[src/rtl/bnc_pkg.sv]
// Shared types, constants and helpers of the binary 3x3 neighbor count block.
`timescale 1ns / 1ps

package bnc_pkg;

    localparam int unsigned MAX_WIDTH_DEF  = 1024;
    localparam int unsigned MAX_HEIGHT_DEF = 1024;

    localparam int unsigned CFG_DATA_W = 11;
    localparam int unsigned CFG_IDX_W  = 2;
    localparam int unsigned COUNT_W    = 4;
    localparam int unsigned COL_BITS   = 3;

    typedef logic [CFG_IDX_W-1:0] t_cfg_idx;

    localparam t_cfg_idx REG_FRAME_WIDTH  = t_cfg_idx'(0);
    localparam t_cfg_idx REG_FRAME_HEIGHT = t_cfg_idx'(1);

    localparam logic [CFG_DATA_W-1:0] DIM_RESET = CFG_DATA_W'(64);

    localparam logic REQ_PIXEL = 1'b0;
    localparam logic REQ_DRAIN = 1'b1;

    // Control carried by one request from the position stage to the window stage.
    typedef struct packed {
        logic emit;
        logic up_ok;
        logic mid_ok;
        logic x;
        logic top_edge;
        logic bottom_edge;
        logic left_edge;
        logic right_edge;
        logic eor;
        logic eof;
    } t_s1_ctl;

    function automatic logic [31:0] clamp_dim(input logic [CFG_DATA_W-1:0] v,
                                              input int unsigned hi);
        logic [31:0] v32;
        v32 = 32'(v);
        if (v32 == 32'd0) begin
            return 32'd1;
        end
        if (v32 > hi) begin
            return hi;
        end
        return v32;
    endfunction

endpackage

[src/rtl/bnc_in_if.sv]
// Pixel request channel.
`timescale 1ns / 1ps

interface bnc_in_if;
    logic valid;
    logic ready;
    logic req_type;
    logic pixel;

    modport source (output valid, output req_type, output pixel, input ready);
    modport sink (input valid, input req_type, input pixel, output ready);
endinterface

[src/rtl/bnc_out_if.sv]
// Neighbor count result channel.
`timescale 1ns / 1ps

interface bnc_out_if;
    logic                         valid;
    logic                         ready;
    logic [bnc_pkg::COUNT_W-1:0]  count;
    logic                         end_of_row;
    logic                         end_of_frame;

    modport source (output valid, output count, output end_of_row, output end_of_frame,
                    input ready);
    modport sink (input valid, input count, input end_of_row, input end_of_frame,
                  output ready);
endinterface

[src/rtl/bnc_cfg_if.sv]
// Configuration register write channel.
`timescale 1ns / 1ps

interface bnc_cfg_if;
    logic                           valid;
    logic                           ready;
    logic [bnc_pkg::CFG_IDX_W-1:0]  index;
    logic [bnc_pkg::CFG_DATA_W-1:0] data;

    modport source (output valid, output index, output data, input ready);
    modport sink (input valid, input index, input data, output ready);
endinterface

[src/rtl/bnc_ram.sv]
// Generic single write port, single read port RAM with registered read.
`timescale 1ns / 1ps

module bnc_ram #(
    parameter int unsigned WIDTH = 2,
    parameter int unsigned DEPTH = bnc_pkg::MAX_WIDTH_DEF
) (
    input  logic                                     i_clk,
    input  logic                                     i_wr_en,
    input  logic [((DEPTH > 1) ? $clog2(DEPTH) : 1)-1:0] i_wr_addr,
    input  logic [WIDTH-1:0]                         i_wr_data,
    input  logic                                     i_rd_en,
    input  logic [((DEPTH > 1) ? $clog2(DEPTH) : 1)-1:0] i_rd_addr,
    output logic [WIDTH-1:0]                         o_rd_data
);

    logic [WIDTH-1:0] r_mem [DEPTH];
    logic [WIDTH-1:0] r_rd_data;

    always_ff @(posedge i_clk) begin
        if (i_wr_en) begin
            r_mem[i_wr_addr] <= i_wr_data;
        end
        if (i_rd_en) begin
            r_rd_data <= r_mem[i_rd_addr];
        end
    end

    assign o_rd_data = r_rd_data;

endmodule

[src/rtl/bnc_cell.sv]
// One column cell of the 3x3 window; shifts its column to the next cell.
`timescale 1ns / 1ps

module bnc_cell (
    input  logic                          i_clk,
    input  logic                          i_rst_n,
    input  logic                          i_shift,
    input  logic [bnc_pkg::COL_BITS-1:0]  i_col,
    output logic [bnc_pkg::COL_BITS-1:0]  o_col
);

    logic [bnc_pkg::COL_BITS-1:0] r_col;
    logic [bnc_pkg::COL_BITS-1:0] n_col;

    always_comb begin
        n_col = r_col;
        if (i_shift) begin
            n_col = i_col;
        end
    end

    always_ff @(posedge i_clk) begin
        if (!i_rst_n) begin
            r_col <= '0;
        end else begin
            r_col <= n_col;
        end
    end

    assign o_col = r_col;

endmodule

[src/rtl/binary_3x3_neighbor_count.sv]
// Top level: 3x3 set-pixel count over a binary raster image, one pixel per cycle.
// Throughput: one request per cycle; stalls only when the result register is full.
// Latency: the result of a pixel leaves with the request frame_width+1 requests later; it is
// registered in the window stage (with the line buffer read), then in the result register.
// Reset (synchronous, active low) clears positions, window and pipeline, sets both sizes to 64.
// The line buffer RAM is not cleared: rows not yet written in the frame read as zero.
`timescale 1ns / 1ps

module binary_3x3_neighbor_count #(
    parameter int unsigned MAX_WIDTH  = bnc_pkg::MAX_WIDTH_DEF,
    parameter int unsigned MAX_HEIGHT = bnc_pkg::MAX_HEIGHT_DEF
) (
    input logic        i_clk,
    input logic        i_rst_n,
    bnc_in_if.sink     i_pix,
    bnc_cfg_if.sink    i_cfg,
    bnc_out_if.source  o_res
);

    localparam int unsigned COL_W = (MAX_WIDTH > 1) ? $clog2(MAX_WIDTH) : 1;
    localparam int unsigned WID_W = $clog2(MAX_WIDTH + 1);
    localparam int unsigned HGT_W = $clog2(MAX_HEIGHT + 1);
    localparam int unsigned ROW_W = $clog2(MAX_HEIGHT + 2);
    localparam int unsigned LB_UP  = 0;
    localparam int unsigned LB_MID = 1;

    // Configuration, stored already clamped to the legal range.
    logic [WID_W-1:0] r_width,  n_width;
    logic [HGT_W-1:0] r_height, n_height;

    // Frame positions of the next request and the next result.
    logic [COL_W-1:0] r_in_col,  n_in_col;
    logic [ROW_W-1:0] r_in_row,  n_in_row;
    logic [COL_W-1:0] r_out_col, n_out_col;
    logic [HGT_W-1:0] r_out_row, n_out_row;

    logic             cfg_fire;
    logic             cfg_dim;
    logic             in_fire;
    logic [WID_W-1:0] in_col_inc;
    logic             in_col_last;
    logic [WID_W-1:0] out_col_inc;
    logic [HGT_W-1:0] out_row_inc;
    bnc_pkg::t_s1_ctl s1_ctl;

    // Window stage.
    logic                         r_s1_v;
    bnc_pkg::t_s1_ctl             r_s1;
    logic [COL_W-1:0]             r_s1_addr;
    logic                         r_fwd;
    logic [1:0]                   r_fwd_data;
    logic [1:0]                   ram_q;
    logic [1:0]                   lb_eff;
    logic [1:0]                   lb_wr_data;
    logic                         mid_bit;
    logic                         up_bit;
    logic [bnc_pkg::COL_BITS-1:0] new_col;
    logic [bnc_pkg::COL_BITS-1:0] win_in  [2];
    logic [bnc_pkg::COL_BITS-1:0] win_col [2];
    logic [8:0]                   win_bits;
    logic [bnc_pkg::COUNT_W-1:0]  win_count;
    logic                         s1_adv;

    // Result register.
    logic                         r_o_v;
    logic [bnc_pkg::COUNT_W-1:0]  r_o_count;
    logic                         r_o_eor;
    logic                         r_o_eof;
    logic                         out_free;

    assign cfg_fire = i_cfg.valid && i_cfg.ready;
    assign cfg_dim  = (i_cfg.index == bnc_pkg::REG_FRAME_WIDTH) ||
                      (i_cfg.index == bnc_pkg::REG_FRAME_HEIGHT);
    assign in_fire  = i_pix.valid && i_pix.ready;

    assign out_free = !r_o_v || o_res.ready;
    assign s1_adv   = r_s1_v && (!r_s1.emit || out_free);

    assign i_cfg.ready = 1'b1;
    assign i_pix.ready = !r_s1_v || s1_adv;

    // Position stage: decide emission and edge masks from the current positions.
    always_comb begin
        in_col_inc  = WID_W'(r_in_col) + WID_W'(1);
        in_col_last = in_col_inc >= r_width;
        out_col_inc = WID_W'(r_out_col) + WID_W'(1);
        out_row_inc = r_out_row + HGT_W'(1);

        s1_ctl.emit   = (r_in_row >= ROW_W'(2)) ||
                        ((r_in_row == ROW_W'(1)) && (r_in_col != '0));
        s1_ctl.up_ok  = r_in_row >= ROW_W'(2);
        s1_ctl.mid_ok = r_in_row >= ROW_W'(1);
        // Requests past the last row of the frame enter as zero pixels.
        s1_ctl.x      = (i_pix.req_type == bnc_pkg::REQ_PIXEL) &&
                        (r_in_row < ROW_W'(r_height)) && i_pix.pixel;
        s1_ctl.top_edge    = r_out_row == '0;
        s1_ctl.bottom_edge = out_row_inc >= r_height;
        s1_ctl.left_edge   = r_out_col == '0;
        s1_ctl.right_edge  = out_col_inc >= r_width;
        s1_ctl.eor         = s1_ctl.right_edge;
        s1_ctl.eof         = s1_ctl.right_edge && s1_ctl.bottom_edge;
    end

    always_comb begin
        n_width   = r_width;
        n_height  = r_height;
        n_in_col  = r_in_col;
        n_in_row  = r_in_row;
        n_out_col = r_out_col;
        n_out_row = r_out_row;
        if (cfg_fire && cfg_dim) begin
            if (i_cfg.index == bnc_pkg::REG_FRAME_WIDTH) begin
                n_width = WID_W'(bnc_pkg::clamp_dim(i_cfg.data, MAX_WIDTH));
            end else begin
                n_height = HGT_W'(bnc_pkg::clamp_dim(i_cfg.data, MAX_HEIGHT));
            end
            n_in_col  = '0;
            n_in_row  = '0;
            n_out_col = '0;
            n_out_row = '0;
        end else if (in_fire) begin
            if (s1_ctl.emit && s1_ctl.eof) begin
                n_in_col  = '0;
                n_in_row  = '0;
                n_out_col = '0;
                n_out_row = '0;
            end else begin
                if (in_col_last) begin
                    n_in_col = '0;
                    n_in_row = r_in_row + ROW_W'(1);
                end else begin
                    n_in_col = COL_W'(in_col_inc);
                end
                if (s1_ctl.emit) begin
                    if (s1_ctl.eor) begin
                        n_out_col = '0;
                        n_out_row = out_row_inc;
                    end else begin
                        n_out_col = COL_W'(out_col_inc);
                    end
                end
            end
        end
    end

    always_ff @(posedge i_clk) begin
        if (!i_rst_n) begin
            r_width   <= WID_W'(bnc_pkg::clamp_dim(bnc_pkg::DIM_RESET, MAX_WIDTH));
            r_height  <= HGT_W'(bnc_pkg::clamp_dim(bnc_pkg::DIM_RESET, MAX_HEIGHT));
            r_in_col  <= '0;
            r_in_row  <= '0;
            r_out_col <= '0;
            r_out_row <= '0;
        end else begin
            r_width   <= n_width;
            r_height  <= n_height;
            r_in_col  <= n_in_col;
            r_in_row  <= n_in_row;
            r_out_col <= n_out_col;
            r_out_row <= n_out_row;
        end
    end

    // Line buffer: bit 1 holds the previous row, bit 0 the row before it.
    bnc_ram #(
        .WIDTH (2),
        .DEPTH (MAX_WIDTH)
    ) u_line_buf (
        .i_clk     (i_clk),
        .i_wr_en   (s1_adv),
        .i_wr_addr (r_s1_addr),
        .i_wr_data (lb_wr_data),
        .i_rd_en   (in_fire),
        .i_rd_addr (r_in_col),
        .o_rd_data (ram_q)
    );

    // With a one-pixel row the same entry is read while it is being written,
    // so the written value is forwarded instead of the stale read data.
    always_comb begin
        lb_eff     = r_fwd ? r_fwd_data : ram_q;
        mid_bit    = lb_eff[LB_MID] & r_s1.mid_ok;
        up_bit     = lb_eff[LB_UP] & r_s1.up_ok;
        new_col    = {r_s1.x, mid_bit, up_bit};
        lb_wr_data = {r_s1.x, mid_bit};
    end

    always_ff @(posedge i_clk) begin
        if (!i_rst_n) begin
            r_s1_v <= 1'b0;
            r_fwd  <= 1'b0;
        end else begin
            if (in_fire) begin
                r_s1_v <= 1'b1;
                r_fwd  <= s1_adv && (r_s1_addr == r_in_col);
            end else if (s1_adv) begin
                r_s1_v <= 1'b0;
            end
        end
    end

    always_ff @(posedge i_clk) begin
        if (in_fire) begin
            r_s1       <= s1_ctl;
            r_s1_addr  <= r_in_col;
            r_fwd_data <= lb_wr_data;
        end
    end

    // Window: two column cells hold the older columns and shift left per request;
    // the incoming column completes the 3x3 block on the right.
    always_comb begin
        win_in[1] = new_col;
        win_in[0] = win_col[1];
    end

    for (genvar k = 0; k < 2; k++) begin : g_cell
        bnc_cell u_cell (
            .i_clk   (i_clk),
            .i_rst_n (i_rst_n),
            .i_shift (s1_adv),
            .i_col   (win_in[k]),
            .o_col   (win_col[k])
        );
    end

    // Count over the shifted window, with rows and columns outside the frame masked.
    always_comb begin
        win_bits = {new_col, win_col[1], win_col[0]};
        if (r_s1.top_edge) begin
            win_bits = win_bits & 9'b110_110_110;
        end
        if (r_s1.bottom_edge) begin
            win_bits = win_bits & 9'b011_011_011;
        end
        if (r_s1.left_edge) begin
            win_bits = win_bits & 9'b111_111_000;
        end
        if (r_s1.right_edge) begin
            win_bits = win_bits & 9'b000_111_111;
        end
        win_count = '0;
        for (int i = 0; i < 9; i++) begin
            win_count = win_count + bnc_pkg::COUNT_W'(win_bits[i]);
        end
    end

    always_ff @(posedge i_clk) begin
        if (!i_rst_n) begin
            r_o_v <= 1'b0;
        end else begin
            if (s1_adv && r_s1.emit) begin
                r_o_v <= 1'b1;
            end else if (o_res.ready) begin
                r_o_v <= 1'b0;
            end
        end
    end

    always_ff @(posedge i_clk) begin
        if (s1_adv && r_s1.emit) begin
            r_o_count <= win_count;
            r_o_eor   <= r_s1.eor;
            r_o_eof   <= r_s1.eof;
        end
    end

    assign o_res.valid        = r_o_v;
    assign o_res.count        = r_o_count;
    assign o_res.end_of_row   = r_o_eor;
    assign o_res.end_of_frame = r_o_eof;

`ifndef SYNTHESIS
    a_eof_is_eor: assert property (@(posedge i_clk) disable iff (!i_rst_n)
        r_o_v && r_o_eof |-> r_o_eor)
        else $error("end of frame result without end of row");

    a_count_range: assert property (@(posedge i_clk) disable iff (!i_rst_n)
        r_o_v |-> (r_o_count <= bnc_pkg::COUNT_W'(9)))
        else $error("neighbor count above nine");

    a_in_col_range: assert property (@(posedge i_clk) disable iff (!i_rst_n)
        WID_W'(r_in_col) < r_width)
        else $error("input column outside the row");

    a_out_pos_range: assert property (@(posedge i_clk) disable iff (!i_rst_n)
        (WID_W'(r_out_col) < r_width) && (r_out_row < r_height))
        else $error("result position outside the frame");

    a_stall_holds_window: assert property (@(posedge i_clk) disable iff (!i_rst_n)
        r_s1_v && !s1_adv |=> r_s1_v && $stable(r_s1_addr))
        else $error("window stage request lost while stalled");
`endif

endmodule

[src/flat_wrapper.sv]
// flat-port wrapper written by rule: the top's interface ports become plain ports
module binary_3x3_neighbor_count_flat 
#(
    parameter int unsigned MAX_WIDTH  = bnc_pkg::MAX_WIDTH_DEF,
    parameter int unsigned MAX_HEIGHT = bnc_pkg::MAX_HEIGHT_DEF
)
  (i_clk, i_rst_n, i_pix_valid, i_pix_req_type, i_pix_pixel, i_pix_ready, i_cfg_valid, i_cfg_index, i_cfg_data, i_cfg_ready, o_res_valid, o_res_count, o_res_end_of_row, o_res_end_of_frame, o_res_ready);
  bnc_in_if i_pix_i ();
  bnc_cfg_if i_cfg_i ();
  bnc_out_if o_res_i ();
  input logic i_clk;
  input logic i_rst_n;
  input wire logic [$bits(i_pix_i.valid)-1:0] i_pix_valid;
  input wire logic [$bits(i_pix_i.req_type)-1:0] i_pix_req_type;
  input wire logic [$bits(i_pix_i.pixel)-1:0] i_pix_pixel;
  output wire logic [$bits(i_pix_i.ready)-1:0] i_pix_ready;
  input wire logic [$bits(i_cfg_i.valid)-1:0] i_cfg_valid;
  input wire logic [$bits(i_cfg_i.index)-1:0] i_cfg_index;
  input wire logic [$bits(i_cfg_i.data)-1:0] i_cfg_data;
  output wire logic [$bits(i_cfg_i.ready)-1:0] i_cfg_ready;
  output wire logic [$bits(o_res_i.valid)-1:0] o_res_valid;
  output wire logic [$bits(o_res_i.count)-1:0] o_res_count;
  output wire logic [$bits(o_res_i.end_of_row)-1:0] o_res_end_of_row;
  output wire logic [$bits(o_res_i.end_of_frame)-1:0] o_res_end_of_frame;
  input wire logic [$bits(o_res_i.ready)-1:0] o_res_ready;
  assign i_pix_i.valid = i_pix_valid;
  assign i_pix_i.req_type = i_pix_req_type;
  assign i_pix_i.pixel = i_pix_pixel;
  assign i_pix_ready = i_pix_i.ready;
  assign i_cfg_i.valid = i_cfg_valid;
  assign i_cfg_i.index = i_cfg_index;
  assign i_cfg_i.data = i_cfg_data;
  assign i_cfg_ready = i_cfg_i.ready;
  assign o_res_valid = o_res_i.valid;
  assign o_res_count = o_res_i.count;
  assign o_res_end_of_row = o_res_i.end_of_row;
  assign o_res_end_of_frame = o_res_i.end_of_frame;
  assign o_res_i.ready = o_res_ready;
  binary_3x3_neighbor_count #(.MAX_WIDTH(MAX_WIDTH), .MAX_HEIGHT(MAX_HEIGHT)) u_core (.i_clk(i_clk), .i_rst_n(i_rst_n), .i_pix(i_pix_i), .i_cfg(i_cfg_i), .o_res(o_res_i));
endmodule
[config.mk]
export PLATFORM = sky130hd
export DESIGN_NAME = binary_3x3_neighbor_count_flat
export DESIGN_NICKNAME = d
export VERILOG_FILES = /design/src/rtl/bnc_pkg.sv /design/src/rtl/bnc_in_if.sv /design/src/rtl/bnc_out_if.sv /design/src/rtl/bnc_cfg_if.sv /design/src/rtl/bnc_ram.sv /design/src/rtl/bnc_cell.sv /design/src/rtl/binary_3x3_neighbor_count.sv /design/src/flat_wrapper.sv
export SDC_FILE = /design/constraint.sdc
export NUM_CORES = 2
export LEC_CHECK = 0
export BUFFER_PORTS_ARGS = -buffer_cell sky130_fd_sc_hd__buf_2
export CAP_MARGIN = 15
export CORE_MARGIN = 3
export CORE_UTILIZATION = 55
export DETAILED_ROUTE_END_ITERATION = 8
export PLACE_DENSITY = 0.73
export SYNTH_ARGS = -nofsm -noshare
export SYNTH_HDL_FRONTEND = slang
export SYNTH_SLANG_ARGS = --single-unit
[constraint.sdc]
create_clock -name i_clk -period 31.7 [get_ports i_clk]
set_clock_uncertainty 0.2 [all_clocks]
set_input_delay 3.17 -clock i_clk [delete_from_list [all_inputs] [get_ports i_clk]]
set_output_delay 3.17 -clock i_clk [all_outputs]
set_load 0.05 [all_outputs]
Yosys cells after proc, flatten, opt, wreduce, memory -nomap -nowiden

Memories as Yosys holds them, arrays and structs flattened. A register that Yosys moved wholly into a read port is not among the register bits.
Cells that the tools add are included.

Add/sub/neg operators: 12
$mul: 0
Div/mod/pow operators: 0
$lt $le $gt $ge: 7
Equal/unequal tests: 3
Shift-type cells: 0
Mux-type cells: 39
Bitwise gates (word level): 5
Reduce and logical (&&, ||, !) cells: 34

Operators by type and width:

| cell                                                                | count |
|---|---|
| two-way mux 11 bit                                                  | 11 |
| two-way mux 10 bit                                                  | 5 |
| greater-or-equal comparator 11 bit                                  | 3 |
| adder 4 x 1 -> 4 bit                                                | 7 |
| adder 10 x 1 -> 11 bit (second input constant)                      | 2 |
| adder 11 x 1 -> 11 bit (second input constant)                      | 2 |
| zero test 11 bit                                                    | 2 |
| two-way mux 1 bit                                                   | 18 |
| two-way mux 9 bit                                                   | 2 |
| == test 11 x 1 -> 1 bit (second input constant)                     | 1 |
| greater-or-equal comparator 11 x 1 -> 1 bit (second input constant) | 1 |
| greater-or-equal comparator 11 x 2 -> 1 bit (second input constant) | 1 |
| greater-than comparator 11 bit (second input constant)              | 1 |
| less-than comparator 11 bit                                         | 1 |
| == test 10 bit                                                      | 1 |
| logical AND 1 bit                                                   | 10 |
| zero test 10 bit                                                    | 1 |
| nonzero test 10 bit                                                 | 1 |
| nonzero test 2 bit                                                  | 5 |
| AND reduction 2 bit                                                 | 4 |
| two-way mux 7 bit                                                   | 1 |
| logical OR 1 bit                                                    | 5 |
| zero test 1 bit                                                     | 3 |
| two-way mux 3 bit                                                   | 1 |
| other kinds (8)                                                     | 11 |

Register bits: 100
Latch bits: 0
RAM bits: 2048
Memory bits (read-only): 0
Input bits: 20
Output and inout bits: 9
Logic and storage cells: 126
Memories: 1

Memory list:

| name                    | depth | width | rd ports | clocked after memory_dff | wr ports | line          | source |
|---|---|---|---|---|---|---|---|
| u_core.u_line_buf.r_mem | 1024  | 2     | 1        | 1                        | 1        | bnc_ram.sv:17 | `logic [WIDTH-1:0] r_mem [DEPTH];` |

Longest topological paths before layout

Depth in word-level cells: 14
Mapped depth: 19
Mapped depth without buffers: 15

Cells and area by module

From an unflattened synthesis, not the netlist that was laid out.

Cell total of the unflattened synthesis: 5490
Area, all modules: 90005.1 um^2

Modules (own cells, without submodules):

| module                    | times used | cells each | area each (um^2) | seq. area each (um^2) |
|---|---|---|---|---|
| bnc_ram                   | 1          | 4793       | 83777.8          | 61559.0 |
| binary_3x3_neighbor_count | 1          | 679        | 6009.5           | 2152.1 |
| bnc_cell                  | 2          | 9          | 108.9            | 60.1 |

Worst setup path after synthesis

OpenSTA, ideal clock, no wires.

Path kind: register to register
Start: reg u_core.r_fwd
End: reg u_core.r_fwd_data[0] (data pin)
Setup time: 5262 ps
Arrival: 25473 ps
Required time: 26238 ps
Slack: 765 ps
Cell stages (with the launch flop): 3
Path buffers: 0
Clock period less this slack: 30935 ps
Path through: dfxtp_1 mux2i_1 nor2b_1

Word-level cells in the longest chain between the ends: 2

RTL lines:

| what                                        | line                             | source |
|---|---|---|
| from (decl)                                 | binary_3x3_neighbor_count.sv:50  | `logic r_fwd;` |
| from (signal assigned)                      | binary_3x3_neighbor_count.sv:195 | `r_fwd <= s1_adv && (r_s1_addr == r_in_col);` |
| two-way mux 2 bit                           | binary_3x3_neighbor_count.sv:181 | `lb_eff = r_fwd ? r_fwd_data : ram_q;` |
| bitwise AND 1 bit                           | binary_3x3_neighbor_count.sv:182 | `mid_bit = lb_eff[LB_MID] & r_s1.mid_ok;` |
| via u_core.g_cell[1].u_cell.i_col (one bit) | bnc_cell.sv:8                    | `input logic [bnc_pkg::COL_BITS-1:0] i_col,` |
| to (signal assigned)                        | binary_3x3_neighbor_count.sv:206 | `r_fwd_data <= lb_wr_data;` |
| to (decl)                                   | binary_3x3_neighbor_count.sv:51  | `logic [1:0] r_fwd_data;` |

The timed path passes the listed nets, and every way through them passes these cells.
A chain may end at the register's enable or synchronous reset.

Final worst setup path

Start: in o_res_ready
End: out i_pix_ready

Word-level cells in the longest chain between the ends: 4

RTL lines:

| what              | line                            | source |
|---|---|---|
| from (decl)       | flat_wrapper.sv:25              | `input wire logic [$bits(o_res_i.ready)-1:0] o_res_ready;` |
| logical OR 1 bit  | binary_3x3_neighbor_count.sv:76 | `assign out_free = !r_o_v \|\| o_res.ready;` |
| logical OR 1 bit  | binary_3x3_neighbor_count.sv:77 | `assign s1_adv = r_s1_v && (!r_s1.emit \|\| out_free);` |
| logical AND 1 bit | binary_3x3_neighbor_count.sv:77 |  |
| logical OR 1 bit  | binary_3x3_neighbor_count.sv:80 | `assign i_pix.ready = !r_s1_v \|\| s1_adv;` |
| to (decl)         | flat_wrapper.sv:16              | `output wire logic [$bits(i_pix_i.ready)-1:0] i_pix_ready;` |

No other way between the ends.

==> metrics.txt <==
# TYPE chip_impl_metric gauge
chip_impl_info{name="status",value="complete, no violations"} 1
chip_impl_metric{name="power_per_cell_area",unit="mW/mm2"} 57.9
chip_impl_metric{name="period_share",unit=""} 0.229
chip_impl_metric{name="initial_core_utilization",unit=""} 0.555
chip_impl_metric{name="cpPeakStageDelay",unit="ps"} 240
chip_impl_metric{name="xor_xnor_portion_of_the_synthesized_cell_area",unit=""} 0.00465
chip_impl_info{name="critPathCaptureType",value="output port"} 1
chip_impl_info{name="synthDominantAreaCellType",value="sky130_fd_sc_hd__edfxtp_1"} 1
chip_impl_metric{name="final_layout_size_suffix_gt1_frac",unit=""} 0.165
chip_impl_metric{name="placementRows",unit=""} 148
chip_impl_metric{name="synth.top_cell.area_share",unit=""} 0.690
chip_impl_info{name="layout.cells.most_common",value="sky130_fd_sc_hd__edfxtp_1"} 1
chip_impl_metric{name="grt.overflow.total",unit=""} 0
chip_impl_info{name="cp_max_stage_cell",value="sky130_fd_sc_hd__buf_2"} 1
chip_impl_metric{name="drt_first_pass_iters",unit=""} 6
chip_impl_metric{name="synth_enable_flop_cells",unit=""} 2077
chip_impl_info{name="clk_tree_root_cell",value="sky130_fd_sc_hd__clkbuf_16"} 1
chip_impl_info{name="hp-start",value="u_core.r_s1[0]$_DFFE_PP_"} 1
chip_impl_metric{name="hold_violations",unit=""} 0
chip_impl_metric{name="final_setup_vio_count",unit=""} 0
chip_impl_metric{name="synthesis.area_per_instance",unit="um2"} 16.1
chip_impl_info{name="most_common_cell_on_crit_path",value="sky130_fd_sc_hd__buf_2"} 1
chip_impl_metric{name="via_count_of_the_first_global_routing_pass",unit=""} 51100
chip_impl_metric{name="dpl_cell_area",unit="mm2"} 0.0921
chip_impl_metric{name="area_added_between_synthesis_and_finish",unit="%"} 9.51
chip_impl_metric{name="fin_crit",unit="ps"} 7250
chip_impl_metric{name="ios",unit=""} 29
chip_impl_info{name="critPathTopFamily",value="simple AND/OR/NAND/NOR gates"} 1
chip_impl_metric{name="hold_buffers",unit=""} 0
chip_impl_metric{name="muxShareOfSynthArea",unit=""} 0.135
chip_impl_metric{name="required_time_worst_endpoint",unit="ps"} 28330
chip_impl_metric{name="hold-worst-slack",unit="ps"} 235
chip_impl_metric{name="tns",unit="ps"} 0
chip_impl_metric{name="slew_headroom",unit=""} 0.171
chip_impl_metric{name="post_synth_num_cell_types",unit=""} 82
chip_impl_metric{name="floorplan.die.width",unit="um"} 411
chip_impl_metric{name="insertion_delay",unit="ps"} 850
chip_impl_metric{name="totalWireLength",unit="um"} 242000
chip_impl_metric{name="wl_per_cell",unit="um"} 30.5
chip_impl_info{name="cts_tree",value="done"} 1
chip_impl_metric{name="grt_max_degree",unit=""} 261
chip_impl_metric{name="dp_hpwl",unit="um"} 136000
chip_impl_metric{name="gpl.final_weighted_congestion",unit=""} 0.849
chip_impl_metric{name="route.vias.total",unit=""} 52400
chip_impl_metric{name="ys_seq_area_frac",unit=""} 0.706
chip_impl_metric{name="clk_path_buf_depth",unit=""} 3
chip_impl_metric{name="fmax",unit="GHz"} 0.138
chip_impl_metric{name="numCtsBuffers",unit=""} 200
chip_impl_metric{name="cts.repair_timing.setup_buffer_count",unit=""} 0
chip_impl_metric{name="yosys.area_share.adder",unit=""} 0.00914
chip_impl_metric{name="total_drc_errors_in_the_routed_layout",unit=""} 0
chip_impl_info{name="critical_path_class",value="primary input to output port"} 1
chip_impl_info{name="critical_path.startpoint",value="o_res_ready"} 1
chip_impl_metric{name="fp.dieArea",unit="mm2"} 0.169
chip_impl_metric{name="post_synth_and_or_nand_nor_area_fraction",unit=""} 0.0732
chip_impl_info{name="layout_common_cells",value="2077 x sky130_fd_sc_hd__edfxtp_1, 1138 x sky130_fd_sc_hd__nor2_1, 377 x sky130_fd_sc_hd__mux4_2"} 1
chip_impl_metric{name="synthesis.area",unit="mm2"} 0.0904
chip_impl_metric{name="die-height",unit="um"} 411
chip_impl_metric{name="grt.total_usage",unit=""} 0.285
chip_impl_metric{name="cts_sinks",unit=""} 2150
chip_impl_metric{name="vdd.ir_drop.worst",unit="uV"} 45.8
chip_impl_metric{name="postSynthCellCount",unit=""} 5628
chip_impl_metric{name="layout.cell_area.non_filler",unit="mm2"} 0.0990
chip_impl_metric{name="tightest_slew",unit="ps"} 1240
chip_impl_metric{name="finalNetCount",unit=""} 5666
chip_impl_metric{name="crit_buf_inv",unit=""} 2
chip_impl_metric{name="drv_slew",unit=""} 0
chip_impl_metric{name="p_leak",unit="nW"} 30.4
chip_impl_metric{name="route.antenna.remaining_nets",unit=""} 0
chip_impl_metric{name="synth.net_count",unit=""} 5711
chip_impl_info{name="grt_setup_unrepaired",value="no"} 1
chip_impl_info{name="cp_cell_sequence",value="buf_2, nor2b_1, nand3_1, buf_2"} 1
chip_impl_info{name="min_path_type",value="flop to flop"} 1
chip_impl_metric{name="floorplan.core_area",unit="mm2"} 0.163
chip_impl_info{name="worstReg2RegStart",value="u_core.r_in_col[1]$_SDFFE_PP0P_"} 1
chip_impl_metric{name="max_cap_violations",unit=""} 0
chip_impl_metric{name="arrival",unit="ps"} 3880
chip_impl_metric{name="io_buffer_count",unit=""} 27
chip_impl_metric{name="grt_antenna_before_repair",unit=""} 9
chip_impl_info{name="yosys-top-cells-area",value="sky130_fd_sc_hd__edfxtp_1 69%, sky130_fd_sc_hd__mux4_2 9.4%, sky130_fd_sc_hd__nor2_1 4.7%"} 1
chip_impl_metric{name="synth_warnings",unit=""} 0
chip_impl_metric{name="cts_repair_resize_count",unit=""} 0
chip_impl_metric{name="largest_driver_fanout_on_the_critical_path",unit=""} 3
chip_impl_info{name="ys.flop_type",value="sky130_fd_sc_hd__edfxtp_1"} 1
chip_impl_metric{name="grt_first_pass_wirelength",unit="um"} 349000
chip_impl_metric{name="clkSlewWorstSetupHoldPaths",unit="ps"} 60
chip_impl_metric{name="dr.first_iter.drc_count",unit=""} 8779
chip_impl_metric{name="synth_compound_area_frac",unit=""} 0.0414
chip_impl_info{name="combinational_family_with_the_most_area_after_synthesis",value="multiplexers"} 1
chip_impl_metric{name="route.detailed.vias_per_inst",unit=""} 6.60
chip_impl_metric{name="cts.htree.levels",unit=""} 4
chip_impl_metric{name="synth.ff_latch_count",unit=""} 2150
chip_impl_metric{name="ys_async_sr_fraction",unit=""} 0
chip_impl_info{name="startpoint_type",value="primary input"} 1
worst paths after layout:
check	endpoint	slack [ps]	cells past startpoint
max	i_pix_ready	24450	4
min	u_core.o_res.end_of_frame$_DFFE_PP_	230	0
max reg2reg	u_core.u_line_buf.o_rd_data[0]$_DFFE_PP_	25520	12
min reg2reg	u_core.o_res.end_of_frame$_DFFE_PP_	230	0
kinds of logic (layout without fill, tap and decap cells):
group | after synthesis | in the layout
flip-flops | 2150 | 2150
buffers and inverters | 488 | 616
AND/OR/NAND/NOR | 1619 | 1619
XOR/XNOR | 48 | 48
other | 1 | 4
AO/OA/AOI/OAI | 548 | 548
multiplexers | 711 | 711
adder cells (fa/ha/maj) | 63 | 63
worst register-to-register path, stage by stage (launching register included):
cell,delay [ps]
sky130_fd_sc_hd__dfxtp_4,830
sky130_fd_sc_hd__buf_4,640
sky130_fd_sc_hd__buf_12,600
sky130_fd_sc_hd__buf_4,620
sky130_fd_sc_hd__and2b_2,450
sky130_fd_sc_hd__buf_4,390
sky130_fd_sc_hd__a221oi_1,450
sky130_fd_sc_hd__o21ai_0,160
sky130_fd_sc_hd__a211oi_1,950
sky130_fd_sc_hd__o21ai_0,180
sky130_fd_sc_hd__o2111ai_1,130
sky130_fd_sc_hd__a31oi_1,110
sky130_fd_sc_hd__a32oi_1,290
layout make-up:
cell class / instances / area (um2)
well taps: 2175 / 2720
inverters: 54 / 208
clock buffers: 252 / 5310
flip-flops and latches: 2150 / 63800
multi-input cells: 2990 / 24000
clock inverters: 123 / 1120
diodes: 3 / 7.51
repair buffers: 187 / 1790
fillers: 11600 / 64000
registers in the layout (all words and copies together) (netlist names):
name,cells
u_core.r_out_col,10
u_core.o_res.end_of_row,1
u_core.o_res.end_of_frame,1
u_core.r_height,11
u_core.u_line_buf.r_mem,2048
u_core.o_res.count,4
u_core.r_s1_v,1
u_core.r_s1_addr,10
u_core.r_s1,8
u_core.r_fwd,1
u_core.r_out_row,11
u_core.r_in_col,10
u_core.g_cell.u_cell.o_col,6
u_core.o_res.valid,1
u_core.lb_wr_data,1
u_core.r_width,11
u_core.r_in_row,11
u_core.u_line_buf.o_rd_data,2
u_core.r_fwd_data,2
cell usage after synthesis, types with 43 or more instances:
library cell and number:
sky130_fd_sc_hd__clkbuf_1 236, sky130_fd_sc_hd__buf_1 44, sky130_fd_sc_hd__nor2_1 1143, sky130_fd_sc_hd__ha_1 58
sky130_fd_sc_hd__inv_1 50, sky130_fd_sc_hd__buf_6 43, sky130_fd_sc_hd__o21ai_0 95, sky130_fd_sc_hd__edfxtp_1 2077
sky130_fd_sc_hd__a21oi_1 108, sky130_fd_sc_hd__buf_2 57, sky130_fd_sc_hd__nand3_1 58, sky130_fd_sc_hd__dfxtp_1 73
sky130_fd_sc_hd__a22oi_1 52, sky130_fd_sc_hd__mux2i_1 277, sky130_fd_sc_hd__nand2_1 243, sky130_fd_sc_hd__mux4_2 377
sky130_fd_sc_hd__a221oi_1 72
power breakdown:
group          switching (W)  internal, W
Combinational       0.000150    0.0000866
Sequential        0.00000583      0.00312
Clock                0.00104      0.00132
Total                0.00120      0.00453
metal layers:
metal / global-route usage / vias up / wire, um
li1: - / 21600 / -
met1: 0.388 / 26600 / 87300
met2: 0.443 / 3555 / 113000
met3: 0.0674 / 637 / 29900
met4: 0.124 / 10 / 11900
met5: 0 / - / 147
metrics by stage:
step	total power (W)	utilization	instances	setup slack, ps
floorplan	0.00341	-	5628	765
global placement	0.00342	0.565	7536	24420
detailed placement	0.00342	0.565	7540	24470
CTS	0.00574	0.605	7915	24470
global route	0.00587	0.607	7931	24430
finish	0.00573	0.607	7934	24450
(Power assumes the default switching activity.)
